<file path="config.mk">
export PLATFORM = sky130hd
export DESIGN_NAME = ctb_stack
export DESIGN_NICKNAME = d
export VERILOG_FILES = /design/src/rtl/assert_macros.svh /design/src/rtl/ctb_pkg.sv /design/src/rtl/ctb_cell.sv /design/src/rtl/ctb_stack.sv
export SDC_FILE = /design/constraint.sdc
export NUM_CORES = 2
export LEC_CHECK = 0
export ABC_AREA = 1
export BUFFER_PORTS_ARGS = -buffer_cell sky130_fd_sc_hd__buf_2
export CORE_UTILIZATION = 35
export CTS_CLUSTER_DIAMETER = 100
export DETAILED_ROUTE_END_ITERATION = 8
export SYNTH_ARGS = -nofsm -noshare
export SYNTH_HDL_FRONTEND = slang
export SYNTH_HIERARCHICAL = 1
export SYNTH_SLANG_ARGS = --single-unit
</file>
<file path="constraint.sdc">
create_clock -name clk -period 2.6 [get_ports clk]
set_input_delay 0.52 -clock clk [delete_from_list [all_inputs] [get_ports clk]]
set_output_delay 0.52 -clock clk [all_outputs]
set_load 0.005 [all_outputs]
</file>
<file path="src/rtl/assert_macros.svh">
// Assertion macros shared by the cursor text buffer RTL.
// Every check is sampled on the rising edge of clk and is off while rst_n is low.
`ifndef ASSERT_MACROS_SVH
`define ASSERT_MACROS_SVH

// The consequent must hold in the same cycle as the antecedent.
`define CTB_ASSERT_SAME(label, ante, cons) \
    label: assert property (@(posedge clk) disable iff (!rst_n) (ante) |-> (cons)) \
        else $error("cursor text buffer check failed");

// The consequent must hold in the cycle after the antecedent.
`define CTB_ASSERT_NEXT(label, ante, cons) \
    label: assert property (@(posedge clk) disable iff (!rst_n) (ante) |=> (cons)) \
        else $error("cursor text buffer check failed");

`endif

</file>
<file path="src/rtl/ctb_pkg.sv">
// Shared types and constants for the cursor text buffer.
// No dependencies; every other file in this block but assert_macros.svh imports it.
package ctb_pkg;

    // Default capacity of the text in bytes.
    localparam int DEPTH_DEFAULT = 256;

    // Command codes.
    typedef enum logic [2:0] {
        CMD_INSERT   = 3'd0,
        CMD_DELETE   = 3'd1,
        CMD_FORWARD  = 3'd2,
        CMD_BACKWARD = 3'd3,
        CMD_START    = 3'd4,
        CMD_END      = 3'd5
    } cmd_t;

    // Status codes.
    typedef enum logic [1:0] {
        STAT_OK      = 2'd0,
        STAT_IGNORED = 2'd1,
        STAT_FULL    = 2'd2
    } status_t;

    // Controller states.
    typedef enum logic [1:0] {
        S_IDLE,
        S_TO_START,
        S_TO_END
    } state_t;

    // Per-cycle operation on a stack of cells.
    typedef enum logic [1:0] {
        OP_HOLD,
        OP_PUSH,
        OP_POP
    } stack_op_t;

    // Control word for one stack.
    typedef struct packed {
        stack_op_t  op;
        logic [7:0] din;
    } stack_ctl_t;

    // Command word.
    typedef struct packed {
        logic [2:0] cmd;
        logic [7:0] char_in;
    } in_word_t;

    // Response word.
    typedef struct packed {
        logic [8:0] cursor_pos;
        logic [8:0] text_length;
        logic [7:0] char_before;
        logic [7:0] char_after;
        logic [1:0] status;
    } out_word_t;

endpackage

</file>
<file path="src/rtl/ctb_cell.sv">
// One byte cell of a stack chain: pushes from the cell above, pops from below.
// Depends on ctb_pkg.
module ctb_cell (
    input  logic                clk,
    input  ctb_pkg::stack_op_t  op,
    input  logic [7:0]          push_in,
    input  logic [7:0]          pop_in,
    output logic [7:0]          data
);
    import ctb_pkg::*;

    logic [7:0] data_reg;

    // Take the byte from the neighbor that the operation selects.
    always_ff @(posedge clk)
    begin
        case (op)
            OP_PUSH: data_reg <= push_in;
            OP_POP:  data_reg <= pop_in;
            default: data_reg <= data_reg;
        endcase
    end

    assign data = data_reg;

endmodule

</file>
<file path="src/rtl/ctb_stack.sv">
// A stack built as a chain of DEPTH byte cells; cell 0 is the top.
// Depends on ctb_pkg and ctb_cell.
module ctb_stack #(
    parameter int DEPTH = ctb_pkg::DEPTH_DEFAULT
) (
    input  logic                clk,
    input  ctb_pkg::stack_ctl_t ctl,
    output logic [7:0]          top,
    output logic [7:0]          second
);
    import ctb_pkg::*;

    logic [7:0] cell_data [DEPTH];

    // Each cell sees its upper neighbor on push and its lower neighbor on pop.
    for (genvar i = 0; i < DEPTH; i++)
    begin : g_cell
        logic [7:0] push_src;
        logic [7:0] pop_src;

        if (i == 0)
        begin : g_first
            assign push_src = ctl.din;
        end
        else
        begin : g_rest
            assign push_src = cell_data[i-1];
        end

        if (i == DEPTH - 1)
        begin : g_last
            assign pop_src = cell_data[i];
        end
        else
        begin : g_inner
            assign pop_src = cell_data[i+1];
        end

        ctb_cell u_cell (
            .clk     (clk),
            .op      (ctl.op),
            .push_in (push_src),
            .pop_in  (pop_src),
            .data    (cell_data[i])
        );
    end

    assign top    = cell_data[0];
    assign second = cell_data[1];

endmodule

</file>
-- Word level (Yosys, flattened, before mapping)
Index checks and enable logic that the tools add are counted.
- muxes and demuxes: 255
- reduce and logical (&&, ||, !) cells: 1
- eq/ne operators: 2
- operators with widths (operator ; count):
    $pmux 8 s2 ; 255
    $eq 2x1->1 const B ; 1
    $eq 2x2->1 const B ; 1
    $reduce_bool 2->1 ; 1
- input bits: 11
- flip-flop bits (word level): 2048

-- Longest topological paths before layout
- depth in word-level cells: 2
- depth in mapped cells: 6

-- By module
The synthesis kept the hierarchy.
- modules (own cells, without submodules) (module ; area each (um^2) ; cells each ; times used ; seq. area each (um^2)):
    ctb_cell ; 365.4 ; 37 ; 256 ; 240.2

-- Worst setup path after synthesis
No wires, ideal clock.
- kind: input to register
- start: input port ctl[8] in the netlist's numbering
- end: register g_cell[0].u_cell.data_reg[0], enable pin
- arrival time: 0.997 ns
- path buffers: 0
- setup slack: 1.279 ns
- data required time: 2.276 ns
- stages: 3
- path through: inv_1 -> ha_1 -> inv_1
- longest elaborated chain between the ends: 2
- ends and longest elaborated chain (what ; line ; RTL):
    start: declaration ; ctb_stack.sv:7 ; input ctb_pkg::stack_ctl_t ctl,
    $eq 2x1->1 / $eq 2x2->1 (equally long branches) ; n/a ;
    $reduce_bool 2->1 (no line) (*) ; n/a ;
    end signal: assignment ; ctb_cell.sv:18 ; OP_PUSH: data_reg <= push_in;
    end signal: assignment ; ctb_cell.sv:19 ; OP_POP: data_reg <= pop_in;
    end signal: assignment ; ctb_cell.sv:20 ; default: data_reg <= data_reg;
    end: declaration ; ctb_cell.sv:12 ; logic [7:0] data_reg;
Mark *: on every way between the ends. The rest lies on a longest branch, timed or not.
A chain may end at the register's enable or synchronous reset.

-- Worst setup path in the final report
- start: register g_cell[1].u_cell.data_reg[4]
- end: output port second[4]
- RTL lines (what ; line ; RTL):
    start: declaration ; ctb_cell.sv:12 ;
    start signal: assignment ; ctb_cell.sv:18 ;
    start signal: assignment ; ctb_cell.sv:19 ;
    start signal: assignment ; ctb_cell.sv:20 ;
    end: declaration ; ctb_stack.sv:9 ; output logic [7:0] second
No word-level cell between the ends.

==> impl_metrics.ini <==
[timing]
finalCritPeriodShare = 0.764
finalSetupTns_ps = 0
rsz0062_at_grt = false
period_needed_ps = 1990
finalHoldViolCount = 0
finalMaxSlewViolations = 0
worstMarginPinSlew_ps = 381
fmax_mhz = 504
setup_violations = 0
maxSlewHeadroom = 0.745
skew_ps = 42.2

[grt]
grt.overflow.total = 0
antenna_found_initial = 0
grt_start_max_net_pins = 44
gr-usage-all-layers = 0.137
grt_pass1_wl_mm = 310
grt_pass1_vias = 63000

[yosys]
synth_area_sq_um = 93500
netlist_instances = 9472
yosys_warnings = 6
synthTopCellsByArea = edfxtp_1 66%, nand2_1 25%, ha_1 3.4%
yosysSeqAreaShare = 0.658
syn-num-nets = 9739
avgSynthCellArea_sq_um = 9.87
synth_top_cell_by_area = edfxtp_1
synth_top_area_share = 0.658
synthDistinctLibCells = 6
synth-seq-cells = 2048

[worst_setup_path]
cp-end-kind = primary output
path_cells = buf_2
start_kind = flip-flop
worstPathMaxFanout = 3
arrival_ps = 1470
cp_slowest_cell = edfxtp_1
critPathRequiredTime_ps = 2080
reg2reg_to = g_cell[49].u_cell/data[1]
worstRegToRegCells = 2
critical_path.top_delay_family = flip-flops
cp.buffers_inverters = 1
regToRegSetupSlack_ps = 1710
critPathMaxStageDelay_ps = 460
worstReg2RegStart = g_cell[50].u_cell/data[1]
path_class = reg2out
cp.depth = 1

[final_layout]
largest_reg_flops = 2048
drive_gt1_frac = 0.0631
area_growth_pct = 9.67
n_antenna_cell = 0
fin_nets = 9775
layout.cells.non_filler = 13200
nFillCells = 26200

[flow_run]
drv_cap = 0

[floorplan]
num_rows = 189
initial_core_util = 0.353
core-area_sq_um = 265000
die_y_um = 519
die_w_um = 519
io_pins = 27
die_area_sq_um = 269000

[worst_hold_path]
holdPathEnd = g_cell[197].u_cell/data[4]
min-delay-start = ctl[8]
hold_depth = 4
hp-class = in2reg

[clock_tree]
clock-sinks = 2048
htreeDepth = 4
cts_tree = yes
ctsHoldBuffers = 8
cts_buffer_depth = 3
clk_pin_slew_ps = 60
clk_latency_ps = 860
cts-root-buf = clkbuf_16
cts_buffers = 216
postCtsSetupBuffers = 0
ctsResizeCount = 0

[pwr]
cellPowerDensity_nw_per_um2 = 802
ir_worst_vdd_v = 0.000740
power_switching_share = 0.254
combPwrFrac = 0.091
leakage_uw = 0.0471
internal_power_uw = 61400
pwr-share-seq = 0.549
switchingPower_uw = 20900
p_clk_frac = 0.361

[run_status]
status = complete, but fails checks
violations = design-rule violations

[route]
vias_per_cell = 4.58
drc = 6
ant_nets = 0
routed_wl_mm = 186
avgRoutedWirePerCell_um = 14.1
dr_total_vias = 60400
drt_iter0_drc = 4158
first_pass_iters = 7

[place]
portBuffers = 26
gp_congestion = 0.806
dpl.hpwl_mm = 136
place_inst = 12800
[how the worst max path moves through the flow]
stage | startpoint | end | slack (ps)
after floorplan | ctl[8] | g_cell[0].u_cell/data[0] | 1280
after global placement | ctl[8] | g_cell[30].u_cell/data[1] | 390
after detailed placement | ctl[8] | g_cell[232].u_cell/data[2] | 370
after CTS | g_cell[1].u_cell/data[0] | second[0] | 520
after global routing | g_cell[1].u_cell/data[0] | second[0] | 520
final | g_cell[1].u_cell/data[4] | second[4] | 610
[synth_stat cells (all sizes together)]
library cell and count:
inv 768, edfxtp 2048, nand2 6144, buf 256, ha 256
[kinds of logic after synthesis]
kind of cell | after synthesis | synth area share
adder cells (fa/ha/maj) | 256 | 0.0342
AND/OR/NAND/NOR | 6144 | 0.247
buffers and inverters | 1024 | 0.0616
flip-flops | 2048 | 0.658
[worst reg2reg max path, cell delays in order, from the launching register on]
cell,delay [ps]
edfxtp_1,420
nand2_1,140
nand2_1,80
[power by group through the flow]
| stage | registers [uW] | clock network (uW) | logic [uW] |
|---|---|---|---|
| 6_report | 45100 | 29700 | 7460 |
| 5_1_grt | 45600 | 31800 | 8760 |
| 4_1_cts | 45200 | 30600 | 7540 |
| 3_5_place_dp | 45800 | 0 | 7480 |
| 3_3_place_gp | 45800 | 0 | 7090 |
| 2_1_floorplan | 44400 | 0 | 5950 |
[metrics by stage]
stage          instance area [sq um]  power (uW)   util  worst slack, ps  hold WS [ps]
2_1_floorplan                  93500       50300      -             1280           513
3_3_place_gp                   95700       52900  0.361              394           523
3_5_place_dp                   95700       53300  0.361              368           529
4_1_cts                       103000       83300  0.387              523           264
5_1_grt                       103000       86200  0.387              524           313
6_report                      103000       82300  0.387              615           332
[cells in the final DEF, fill, tap and decap left out]
cell / n
dlygate4sd3_1: 8
inv_6: 4
clkinv_4: 3
clkinvlp_4: 6
buf_8: 2
buf_2: 24
buf_12: 16
bufinv_16: 14
nand2_1: 6144
inv_1: 512
ha_1: 256
inv_8: 2
clkinv_8: 2
inv_16: 4
clkinv_16: 5
clkinv_2: 32
clkbuf_1: 45
inv_2: 256
edfxtp_1: 2048
clkinv_1: 55
buf_4: 24
clkbuf_16: 217
[layout make-up]
class / count / area (sq um) / area share
Sequential cell: 2048 / 61500 / 0.600
Inverter: 768 / 2880 / 0.0281
Multi-Input combinational cell: 6400 / 26300 / 0.256
Clock inverter: 127 / 1180 / 0.0115
Clock buffer: 262 / 5600 / 0.0546
Timing Repair Buffer: 74 / 731 / 0.00712
Tap cell: 3533 / 4420 / 0.0431
[routing by layer]
layer  vias up  track usage  wire length, um
li1      30100            -                -
met1     28800        0.182            85100
met2      1198        0.234            88900
met3       319       0.0206             8420
met4         0       0.0349             3840
met5         -            0                0
(Power assumes the default switching activity.)
